===== config.mk =====
export PLATFORM = sky130hd
export DESIGN_NAME = pid_line_follow_steering_core
export DESIGN_NICKNAME = d
export VERILOG_FILES = /design/src/hdl/plfs_pkg.sv /design/src/hdl/plfs_cfg_regs.sv /design/src/hdl/plfs_err_stage.sv /design/src/hdl/plfs_out_stage.sv /design/src/hdl/pid_line_follow_steering_core.sv
export SDC_FILE = /design/constraint.sdc
export NUM_CORES = 2
export LEC_CHECK = 0
export ABC_AREA = 1
export BUFFER_PORTS_ARGS = -buffer_cell sky130_fd_sc_hd__buf_4
export CAP_MARGIN = 20
export CELL_PAD_IN_SITES_DETAIL_PLACEMENT = 1
export CELL_PAD_IN_SITES_GLOBAL_PLACEMENT = 1
export CORE_MARGIN = 2
export CORE_UTILIZATION = 40
export CTS_BUF_LIST = sky130_fd_sc_hd__clkbuf_2 sky130_fd_sc_hd__clkbuf_4 sky130_fd_sc_hd__clkbuf_8
export CTS_CLUSTER_SIZE = 16
export DETAILED_ROUTE_END_ITERATION = 10
export PLACE_DENSITY_LB_ADDON = 0.1
export SYNTH_ARGS = -nofsm -noshare
export SYNTH_HDL_FRONTEND = slang
export SYNTH_HIERARCHICAL = 1
export SYNTH_SLANG_ARGS = --single-unit

===== constraint.sdc =====
create_clock -name i_clk -period 29.1 [get_ports i_clk]
set_clock_uncertainty 0.05 [all_clocks]
set_input_delay 7.275 -clock i_clk [delete_from_list [all_inputs] [get_ports i_clk]]
set_output_delay 7.275 -clock i_clk [all_outputs]
set_load 0.005 [all_outputs]

===== src/hdl/plfs_pkg.sv =====
// Shared types, constants and register codes for the line-follow steering core.
// Used by every module under hdl/; depends on nothing else.
`timescale 1ns / 1ps

package plfs_pkg;

    // Channel widths
    localparam int IN_TDATA_W  = 24;   // 19 payload bits padded to 3 bytes
    localparam int OUT_TDATA_W = 16;
    localparam int CFG_IDX_W   = 3;
    localparam int CFG_DATA_W  = 24;

    // Field widths
    localparam int LIGHT_W = 10;
    localparam int SPEED_W = 8;
    localparam int GAIN_W  = 24;
    localparam int ERR_W   = 11;
    localparam int DIFF_W  = 12;
    localparam int SUM_W   = 24;
    localparam int TICK_W  = 8;
    localparam int STEP_W  = 4;

    // Product and accumulator widths (gain is zero-extended by one bit)
    localparam int PE_W  = GAIN_W + 1 + ERR_W;    // 36
    localparam int IE_W  = GAIN_W + 1 + SUM_W;    // 49
    localparam int DE_W  = GAIN_W + 1 + DIFF_W;   // 37
    localparam int ACC_W = IE_W + 1;              // 50
    localparam int FRAC_W = 16;                   // Q8.16 gains
    localparam int Q_W   = ACC_W - FRAC_W;

    // Limits
    localparam logic signed [SPEED_W-1:0] SPEED_LIMIT = 8'sd100;
    localparam logic signed [SPEED_W-1:0] TURN_LIMIT  = 8'sd100;
    localparam logic signed [SUM_W:0]     SUM_MAX     = 25'sd8388607;
    localparam logic signed [SUM_W:0]     SUM_MIN     = -25'sd8388608;

    // Reset values of the configuration registers
    localparam logic [LIGHT_W-1:0] GRAY_RST   = 10'd512;
    localparam logic [GAIN_W-1:0]  P_GAIN_RST = 24'd121242;
    localparam logic [GAIN_W-1:0]  I_GAIN_RST = 24'd85;
    localparam logic [GAIN_W-1:0]  D_GAIN_RST = 24'd393216;
    localparam logic [TICK_W-1:0]  PERIOD_RST = 8'd50;
    localparam logic [STEP_W-1:0]  STEP_RST   = 4'd2;

    // Configuration register indexes
    typedef enum logic [CFG_IDX_W-1:0] {
        REG_GRAY_LEVEL  = 3'd0,
        REG_P_GAIN      = 3'd1,
        REG_I_GAIN      = 3'd2,
        REG_D_GAIN      = 3'd3,
        REG_RAMP_PERIOD = 3'd4,
        REG_RAMP_STEP   = 3'd5
    } t_cfg_idx;

    typedef struct packed {
        logic [LIGHT_W-1:0] gray_level;
        logic [GAIN_W-1:0]  p_gain;
        logic [GAIN_W-1:0]  i_gain;
        logic [GAIN_W-1:0]  d_gain;
        logic [TICK_W-1:0]  ramp_period;
        logic [STEP_W-1:0]  ramp_step;
    } t_cfg;

    // Input word, first member in the highest bits
    typedef struct packed {
        logic                      clear_history;
        logic signed [SPEED_W-1:0] target_speed;
        logic [LIGHT_W-1:0]        light_sample;
    } t_in_word;

    localparam int IN_WORD_W = $bits(t_in_word);

    // Product stage word
    typedef struct packed {
        logic signed [SPEED_W-1:0] forward_cmd;
        logic signed [PE_W-1:0]    p_term;
        logic signed [IE_W-1:0]    i_term;
        logic signed [DE_W-1:0]    d_term;
    } t_prod;

endpackage


===== src/hdl/plfs_cfg_regs.sv =====
// Configuration register file of the line-follow steering core.
// Depends on plfs_pkg for the register codes and the t_cfg struct.
`timescale 1ns / 1ps

module plfs_cfg_regs (
    input  logic                           i_clk,
    input  logic                           i_rst_n,
    input  logic                           i_cfg_valid,
    output logic                           o_cfg_ready,
    input  logic [plfs_pkg::CFG_IDX_W-1:0]  i_cfg_index,
    input  logic [plfs_pkg::CFG_DATA_W-1:0] i_cfg_data,
    output plfs_pkg::t_cfg                 o_cfg
);
    import plfs_pkg::*;

    t_cfg r_cfg;

    // Always able to take a write
    assign o_cfg_ready = 1'b1;
    assign o_cfg       = r_cfg;

    // Load the addressed register; drop writes to unknown indexes
    always_ff @(posedge i_clk) begin
        if (!i_rst_n) begin
            r_cfg.gray_level  <= GRAY_RST;
            r_cfg.p_gain      <= P_GAIN_RST;
            r_cfg.i_gain      <= I_GAIN_RST;
            r_cfg.d_gain      <= D_GAIN_RST;
            r_cfg.ramp_period <= PERIOD_RST;
            r_cfg.ramp_step   <= STEP_RST;
        end else if (i_cfg_valid) begin
            case (i_cfg_index)
                REG_GRAY_LEVEL:  r_cfg.gray_level  <= i_cfg_data[LIGHT_W-1:0];
                REG_P_GAIN:      r_cfg.p_gain      <= i_cfg_data[GAIN_W-1:0];
                REG_I_GAIN:      r_cfg.i_gain      <= i_cfg_data[GAIN_W-1:0];
                REG_D_GAIN:      r_cfg.d_gain      <= i_cfg_data[GAIN_W-1:0];
                REG_RAMP_PERIOD: r_cfg.ramp_period <= i_cfg_data[TICK_W-1:0];
                REG_RAMP_STEP:   r_cfg.ramp_step   <= i_cfg_data[STEP_W-1:0];
                default: ;
            endcase
        end
    end

endmodule


===== src/hdl/plfs_err_stage.sv =====
// Input register, error/integral/ramp state and the three gain products.
// Depends on plfs_pkg for t_cfg, t_in_word, t_prod and the limits.
`timescale 1ns / 1ps

module plfs_err_stage (
    input  logic               i_clk,
    input  logic               i_rst_n,
    input  plfs_pkg::t_cfg     i_cfg,
    input  logic               i_in_valid,
    output logic               o_in_ready,
    input  plfs_pkg::t_in_word i_in_word,
    output logic               o_prod_valid,
    input  logic               i_prod_ready,
    output plfs_pkg::t_prod    o_prod
);
    import plfs_pkg::*;

    // Pipeline registers
    logic     r_in_vld;
    t_in_word r_in;
    logic     r_prod_vld;
    t_prod    r_prod;

    // Controller state
    logic signed [SUM_W-1:0]   r_err_sum,  n_err_sum;
    logic signed [ERR_W-1:0]   r_last_err;
    logic signed [SPEED_W-1:0] r_fwd,      n_fwd;
    logic [TICK_W-1:0]         r_ticks,    n_ticks;

    logic                      w_take;
    logic signed [SUM_W-1:0]   w_sum_old;
    logic signed [ERR_W-1:0]   w_last_old;
    logic signed [ERR_W-1:0]   w_gray, w_light, w_e;
    logic signed [SUM_W:0]     w_sum_wide;
    logic signed [DIFF_W-1:0]  w_diff;
    logic signed [SPEED_W-1:0] w_lim;
    logic [TICK_W-1:0]         w_ticks;
    logic signed [SPEED_W:0]   w_step, w_up, w_dn, w_lim9;
    t_prod                     w_prod;

    assign w_take       = !r_prod_vld || i_prod_ready;
    assign o_in_ready   = !r_in_vld || w_take;
    assign o_prod_valid = r_prod_vld;
    assign o_prod       = r_prod;

    // Error, integral, derivative and ramp for the word in the input register
    always_comb begin
        w_sum_old  = r_in.clear_history ? '0 : r_err_sum;
        w_last_old = r_in.clear_history ? '0 : r_last_err;
        w_gray     = $signed({1'b0, i_cfg.gray_level});
        w_light    = $signed({1'b0, r_in.light_sample});
        w_e        = (r_in.target_speed > 8'sd0) ? (w_gray - w_light) : (w_light - w_gray);

        // saturate the running sum
        w_sum_wide = (SUM_W+1)'(w_sum_old) + (SUM_W+1)'(w_e);
        if (w_sum_wide > SUM_MAX) begin
            n_err_sum = SUM_MAX[SUM_W-1:0];
        end else if (w_sum_wide < SUM_MIN) begin
            n_err_sum = SUM_MIN[SUM_W-1:0];
        end else begin
            n_err_sum = w_sum_wide[SUM_W-1:0];
        end
        w_diff = DIFF_W'(w_e) - DIFF_W'(w_last_old);

        // step the forward level toward the clamped target
        if (r_in.target_speed > SPEED_LIMIT) begin
            w_lim = SPEED_LIMIT;
        end else if (r_in.target_speed < -SPEED_LIMIT) begin
            w_lim = -SPEED_LIMIT;
        end else begin
            w_lim = r_in.target_speed;
        end
        w_lim9  = (SPEED_W+1)'(w_lim);
        w_step  = $signed({{(SPEED_W+1-STEP_W){1'b0}}, i_cfg.ramp_step});
        w_up    = (SPEED_W+1)'(r_fwd) + w_step;
        w_dn    = (SPEED_W+1)'(r_fwd) - w_step;
        w_ticks = r_ticks + TICK_W'(1);
        n_ticks = w_ticks;
        n_fwd   = r_fwd;
        if (w_ticks >= i_cfg.ramp_period) begin
            n_ticks = '0;
            if (w_lim >= r_fwd) begin
                n_fwd = (w_up > w_lim9) ? w_lim : w_up[SPEED_W-1:0];
            end else begin
                n_fwd = (w_dn < w_lim9) ? w_lim : w_dn[SPEED_W-1:0];
            end
        end

        // gain products
        w_prod.forward_cmd = n_fwd;
        w_prod.p_term = PE_W'($signed({1'b0, i_cfg.p_gain})) * PE_W'(w_e);
        w_prod.i_term = IE_W'($signed({1'b0, i_cfg.i_gain})) * IE_W'(n_err_sum);
        w_prod.d_term = DE_W'($signed({1'b0, i_cfg.d_gain})) * DE_W'(w_diff);
    end

    // Hold the input word until the product stage takes it
    always_ff @(posedge i_clk) begin
        if (!i_rst_n) begin
            r_in_vld <= 1'b0;
        end else if (i_in_valid && o_in_ready) begin
            r_in_vld <= 1'b1;
        end else if (w_take) begin
            r_in_vld <= 1'b0;
        end
        if (i_in_valid && o_in_ready) begin
            r_in <= i_in_word;
        end
    end

    // Advance into the product register and commit the state
    always_ff @(posedge i_clk) begin
        if (!i_rst_n) begin
            r_prod_vld <= 1'b0;
            r_err_sum  <= '0;
            r_last_err <= '0;
            r_fwd      <= '0;
            r_ticks    <= '0;
        end else if (w_take) begin
            r_prod_vld <= r_in_vld;
            if (r_in_vld) begin
                r_err_sum  <= n_err_sum;
                r_last_err <= w_e;
                r_fwd      <= n_fwd;
                r_ticks    <= n_ticks;
            end
        end
        if (w_take) begin
            r_prod <= w_prod;
        end
    end

endmodule


===== src/hdl/plfs_out_stage.sv =====
// Sum of the gain products, Q8.16 floor shift, turn clamp and result register.
// Depends on plfs_pkg for t_prod and the widths.
`timescale 1ns / 1ps

module plfs_out_stage (
    input  logic                                i_clk,
    input  logic                                i_rst_n,
    input  logic                                i_prod_valid,
    output logic                                o_prod_ready,
    input  plfs_pkg::t_prod                     i_prod,
    output logic                                o_valid,
    input  logic                                i_ready,
    output logic signed [plfs_pkg::SPEED_W-1:0] o_forward_cmd,
    output logic signed [plfs_pkg::SPEED_W-1:0] o_turn_cmd
);
    import plfs_pkg::*;

    logic                      r_out_vld;
    logic signed [SPEED_W-1:0] r_fwd;
    logic signed [SPEED_W-1:0] r_turn, n_turn;

    logic signed [ACC_W-1:0] w_acc;
    logic signed [Q_W-1:0]   w_q;

    assign o_prod_ready  = !r_out_vld || i_ready;
    assign o_valid       = r_out_vld;
    assign o_forward_cmd = r_fwd;
    assign o_turn_cmd    = r_turn;

    // Sum, floor shift and negate with clamp
    always_comb begin
        w_acc = ACC_W'(i_prod.p_term) + ACC_W'(i_prod.i_term) + ACC_W'(i_prod.d_term);
        w_q   = w_acc[ACC_W-1:FRAC_W];
        if (w_q > Q_W'(TURN_LIMIT)) begin
            n_turn = -TURN_LIMIT;
        end else if (w_q < -Q_W'(TURN_LIMIT)) begin
            n_turn = TURN_LIMIT;
        end else begin
            n_turn = -w_q[SPEED_W-1:0];
        end
    end

    // Result register; holds while the receiver stalls
    always_ff @(posedge i_clk) begin
        if (!i_rst_n) begin
            r_out_vld <= 1'b0;
        end else if (o_prod_ready) begin
            r_out_vld <= i_prod_valid;
        end
        if (o_prod_ready) begin
            r_fwd  <= i_prod.forward_cmd;
            r_turn <= n_turn;
        end
    end

endmodule


===== src/hdl/pid_line_follow_steering_core.sv =====
// Line-follow PID steering core, top level.
// Channels: s_axis carries one sample word per transfer (light level, target
//   speed, clear flag); m_axis returns one word per sample (forward and turn
//   commands); the cfg channel writes gray level, gains and ramp settings.
// Throughput: one sample per clock while m_axis_tready is high. Every stage
//   advances in the same cycle; controller state feeds back in the error stage only.
// Path: after the s_axis transfer the word loads the input register, then the
//   product register (three gain multiplies), then the result register, which
//   drives m_axis_tvalid.
// Stall: when m_axis_tready is low the result register holds, and the stages
//   behind it fill; s_axis_tready drops once all three hold a word.
// Reset (synchronous, i_rst_n low): all pipeline stages empty, integral,
//   previous error, forward level and ramp counter at zero, configuration
//   registers at their defaults. No clearing pass; ready the next cycle.
// Configuration writes are taken every cycle and should be made while the
//   pipeline is empty.
// Depends on plfs_pkg, plfs_cfg_regs, plfs_err_stage, plfs_out_stage.
`timescale 1ns / 1ps

module pid_line_follow_steering_core (
    input  logic                                i_clk,
    input  logic                                i_rst_n,
    // tdata: [9:0] light_sample, [17:10] target_speed, [18] clear_history, [23:19] zero
    input  logic                                s_axis_tvalid,
    output logic                                s_axis_tready,
    input  logic [plfs_pkg::IN_TDATA_W-1:0]     s_axis_tdata,
    // tdata: [7:0] forward_cmd, [15:8] turn_cmd
    output logic                                m_axis_tvalid,
    input  logic                                m_axis_tready,
    output logic [plfs_pkg::OUT_TDATA_W-1:0]    m_axis_tdata,
    // configuration write channel
    input  logic                                i_cfg_valid,
    output logic                                o_cfg_ready,
    input  logic [plfs_pkg::CFG_IDX_W-1:0]      i_cfg_index,
    input  logic [plfs_pkg::CFG_DATA_W-1:0]     i_cfg_data
);
    import plfs_pkg::*;

    t_cfg                      w_cfg;
    t_in_word                  w_in_word;
    t_prod                     w_prod;
    logic                      w_prod_valid;
    logic                      w_prod_ready;
    logic signed [SPEED_W-1:0] w_forward_cmd;
    logic signed [SPEED_W-1:0] w_turn_cmd;

    assign w_in_word    = s_axis_tdata[IN_WORD_W-1:0];
    assign m_axis_tdata = {w_turn_cmd, w_forward_cmd};

    plfs_cfg_regs u_cfg_regs (
        .i_clk       (i_clk),
        .i_rst_n     (i_rst_n),
        .i_cfg_valid (i_cfg_valid),
        .o_cfg_ready (o_cfg_ready),
        .i_cfg_index (i_cfg_index),
        .i_cfg_data  (i_cfg_data),
        .o_cfg       (w_cfg)
    );

    plfs_err_stage u_err_stage (
        .i_clk        (i_clk),
        .i_rst_n      (i_rst_n),
        .i_cfg        (w_cfg),
        .i_in_valid   (s_axis_tvalid),
        .o_in_ready   (s_axis_tready),
        .i_in_word    (w_in_word),
        .o_prod_valid (w_prod_valid),
        .i_prod_ready (w_prod_ready),
        .o_prod       (w_prod)
    );

    plfs_out_stage u_out_stage (
        .i_clk         (i_clk),
        .i_rst_n       (i_rst_n),
        .i_prod_valid  (w_prod_valid),
        .o_prod_ready  (w_prod_ready),
        .i_prod        (w_prod),
        .o_valid       (m_axis_tvalid),
        .i_ready       (m_axis_tready),
        .o_forward_cmd (w_forward_cmd),
        .o_turn_cmd    (w_turn_cmd)
    );

endmodule

; After elaboration in Yosys (flattened, before gate mapping)
; Cells that the tools add are included.
[word_totals]
regBits = 313
in_bits = 56
out_inout_bits = 19
word_cells = 84
[op_classes]
addsub = 10
multipliers = 3
n_lt_le_gt_ge = 11
eq_ne = 5
n_mux = 15
n_reduce_logical = 17
[ops]
columns = operator, count
row1 = two-way mux 24 bit, 3
row2 = two-way mux 8 bit, 8
row3 = adder 36 x 49 -> 50 bit, 1
row4 = adder 50 x 37 -> 50 bit, 1
row5 = multiplier 25 x 24 -> 49 bit, 1
row6 = multiplier 25 x 12 -> 37 bit, 1
row7 = multiplier 25 x 11 -> 36 bit, 1
row8 = "greater-than comparator 34 x 8 -> 1 bit, second input constant", 1
row9 = "less-than comparator 34 x 8 -> 1 bit, second input constant", 1
row10 = adder 24 x 11 -> 25 bit, 1
row11 = "greater-than comparator 25 x 24 -> 1 bit, second input constant", 1
row12 = "less-than comparator 25 x 24 -> 1 bit, second input constant", 1
row13 = two-way mux 11 bit, 2
row14 = subtractor 10 x 10 -> 11 bit, 2
row15 = >= comparator 8 bit, 2
row16 = AND reduction 2 bit, 7
row17 = subtractor 11 x 11 -> 12 bit, 1
row18 = adder 8 x 5 -> 9 bit, 1
row19 = greater-than comparator 9 x 8 -> 1 bit, 1
row20 = less-than comparator 9 x 8 -> 1 bit, 1
row21 = subtractor 8 x 5 -> 9 bit, 1
row22 = "adder 8 x 1 -> 8 bit, second input constant", 1
row23 = "greater-than comparator 8 x 1 -> 1 bit, second input constant", 1
row24 = "greater-than comparator 8 bit, second input constant", 1
row25 = other kinds (12), 19

; Longest topological paths before layout
[depth]
ltp_word = 7
mapped_depth = 57
mapped_depth_nobuf = 54

; By module
; Netlist, hierarchy kept.
[by_module_without_submodules]
columns = mod, n_inst, cells_per_inst, area_each_um2, seq_area_each_um2
row1 = plfs_err_stage, 1, 6008, 48924.4, 5535.3
row2 = plfs_out_stage, 1, 1082, 6208.5, 500.5
row3 = plfs_cfg_regs, 1, 531, 3777.4, 1881.8

; Worst setup path after synthesis
; No wires, ideal clock.
[synth_timing]
path_type = input -> output
startpoint = input m_axis_tready
endpoint = output s_axis_tready
arrival_ns = 7.922
path_slack_ns = 13.853
stages = 4
path_buffers = 0
path_cell_list = inv_1 -> nand2_1 -> inv_1 -> nand3_1
[synth_between]
elab_chain_cells = 3
[synth_lines]
columns = element, line
row1 = "start, declared", pid_line_follow_steering_core.sv:29  ; input logic m_axis_tready,
row2 = logical OR 1 bit, plfs_out_stage.sv:25  ; assign o_prod_ready = !r_out_vld || i_ready;
row3 = net w_prod_ready, pid_line_follow_steering_core.sv:43  ; logic w_prod_ready;
row4 = logical OR 1 bit, plfs_err_stage.sv:41  ; assign w_take = !r_prod_vld || i_prod_ready;
row5 = logical OR 1 bit, plfs_err_stage.sv:42  ; assign o_in_ready = !r_in_vld || w_take;
row6 = "end, declared", pid_line_follow_steering_core.sv:25  ; output logic s_axis_tready,
; The timed path passes the listed nets, and every way through them passes these cells.

; Final worst setup path
; Same ends and word-level chain as after synthesis.

==> impl_metrics.yaml <==
setup_path:
  cp_max_fo: 18
  worstSetupEndpointType: "primary output"
  crit_top_cell: "buf_4"
  crit_required_ps: 21770
  crit_family: "buffers and inverters"
  arrival_ps: 8280
  slowest_stage: "buf_4"
  critPathLaunchType: "primary input"
  path_buf_inv: 5
  max_stage_delay_ps: 390
  timing_worst_setup_path_type: "in -> out"
  crit_chain: "buf_4 -> inv_1 -> nand2_1 -> buf_4 -> inv_1 -> nand3_1 -> buf_4"
drt:
  drtIter0Drc: 2828
  drc: 0
  ant_nets: 0
  dr.pass1.iters: 5
  viasPerCell: 5.18
  wire_per_inst_um: 21.9
  wl_um: 209000
  vias: 49500
placed_design:
  hpwl_um: 173000
  port_buffers: 68
  routabilityCongestion: 0.918
timing:
  grt_setup_unrepaired: "no"
  max_freq_mhz: 64.1
  slew_headroom: 0.252
  fin_setup_tns_ps: 0
  setup_violations: 0
  worstMarginPinSlew_ps: 1120
  final_hold_viol_count: 0
  min_period_ps: 15610
  fin_crit_sh: 0.536
  final_max_slew_viol_count: 0
synthesis:
  synth-main-ff-cell: "edfxtp_1"
  ys_seq_area_frac: 0.134
  ys_types: 59
  synth_async_sr_flop_share: 0
  synth_nets: 9178
  ys_ff_latch: 313
  syn_avg_cell_area_sq_um: 7.73
  synth-edff-count: 165
  synth_area_leaders: "fa_1 (32%), ha_1 (12%), inv_1 (11%)"
  synth.largest_area_cell: "fa_1"
  yosysMostFrequentCell: "inv_1"
  synthCells: 7621
  synth_area_sq_mm: 0.0589
  synth.top_cell.area_share: 0.325
  yosys-top-cells-count: "inv_1 (1683), nand2_1 (1673), fa_1 (955)"
  yosysWarningCount: 6
die:
  row_count: 140
  ios: 75
  start_util: 0.404
  die_y_um: 388
  die_w_um: 388
  die-area_sq_mm: 0.150
  coreArea_sq_mm: 0.146
cells_and_area:
  num-nets-final: 9144
  layout-drive-gt1-share: 0.0468
  nFillCells: 18200
  area_growth_pct: 5.92
cts:
  cts-htree-levels: 2
  cts_resized: 0
  cts_tree: "built"
  clkLatencyLatePin_ps: 750
  cts_buffers: 59
  clock_sink_count: 313
  postCtsHoldBufs: 0
  path_clk_slew_ps: 60
  post_cts_buffers: 0
  cts_buffer_depth: 3
  cts_root_buf: "clkbuf_8"
global_route:
  grt_pass1_wl_um: 323000
  grt_start_max_net_pins: 91
  grt.overflow.total: 0
  grt_use_total: 0.281
  first_global_vias: 53800
  antenna_found_initial: 6
status:
  status: "complete, no violations"
run:
  cap_violations: 0
min_path:
  min_path_type: "reg -> reg"
final timing paths:
path,start,endpoint,slack (ps),cells after the start
min reg2reg,u_err_stage/o_prod[129]$_DFFE_PP_,u_out_stage/o_forward_cmd[7]$_DFFE_PP_,360,0
min,u_err_stage/o_prod[129]$_DFFE_PP_,u_out_stage/o_forward_cmd[7]$_DFFE_PP_,360,0
max,m_axis_tready,s_axis_tready,13490,7
max reg2reg,u_cfg_regs/o_cfg[84]$_SDFFE_PN0P_,u_err_stage/o_prod[85]$_DFFE_PP_,15530,46
final cells by class:
type                    instances  area (sq um)  area share
diodes                          4          10.0    0.000160
flip-flops and latches        313          7920       0.127
repair buffers                125           991      0.0159
clock inverters                32           308     0.00493
clock buffers                  76           952      0.0153
well taps                    1917          2400      0.0384
multi-input cells            5360         43300       0.694
inverters                    1728          6490       0.104
per-stage QoR:
step / hold WS, ps / setup slack [ps] / utilization / cell area (sq um) / cells
after floorplan: 350 / 13850 / - / 58900 / 7621
after detailed placement: 355 / 13470 / 0.419 / 61100 / 9442
after CTS: 366 / 13470 / 0.427 / 62400 / 9550
after global routing: 380 / 13420 / 0.428 / 62400 / 9553
after global placement: 354 / 13500 / 0.418 / 61100 / 9440
final: 365 / 13490 / 0.428 / 62400 / 9555
sequential cells by signal, summed over array words and instances, names as in the netlist:
name and flops:
u_cfg_regs/o_cfg 94, u_err_stage/o_prod 130, u_err_stage/o_prod_valid 1, u_err_stage/r_err_sum 24, u_err_stage/r_fwd 8, u_err_stage/r_in 19, u_err_stage/r_in_vld 1, u_err_stage/r_last_err 11
u_err_stage/r_ticks 8, u_out_stage/o_forward_cmd 8, u_out_stage/o_turn_cmd 8, u_out_stage/o_valid 1
logic make-up (layout without fill, tap and decap cells):
family / after synthesis / count (layout) / share of synthesized area
AND/OR/NAND/NOR: 3127 / 3127 / 0.217
buffers and inverters: 1948 / 1961 / 0.131
adder cells (fa/ha/maj): 1501 / 1501 / 0.440
AO/OA/AOI/OAI: 586 / 586 / 0.0560
flip-flops: 313 / 313 / 0.134
XOR/XNOR: 144 / 144 / 0.0215
other: 1 / 5 / 0.0000637
multiplexers: 1 / 1 / 0.000170
worst reg2reg max path, delay by kind of cell (launching register included):
family	cells	cell delay [ps]
fa+ha+maj	11	5150
simple gates	16	3720
buf+inv	11	2380
compound gates	7	1480
flops	1	320
xor+xnor	1	130
cells in the final DEF, fill, tap and decap left out, drive strengths merged, types with 10 or more instances in the layout:
master	instances
a21o	28
a21oi	327
a31oi	23
buf	125
clkbuf	76
clkinv	35
dfxtp	148
edfxtp	165
fa	955
ha	546
inv	1715
nand2	1718
nand3	358
nand3b	22
nand4	39
nor2	936
nor3	24
nor4	12
o21a	14
o21ai	121
o21bai	28
or2	10
xnor2	41
xor2	103
per-layer routing:
layer | share of wire | global-route usage | vias up | routed length, um
met4 | 0.025 | 0.0646 | 2 | 5250
li1 | - | - | 22900 | -
met1 | 0.46 | 0.390 | 25300 | 95800
met3 | 0.050 | 0.0359 | 215 | 10400
met5 | 0.000062 | 0 | - | 13
met2 | 0.47 | 0.468 | 1074 | 97700
Power is left out: the tool's default activity adds up to more than one toggle a clock period on the data nets, which glitch-free logic cannot reach.
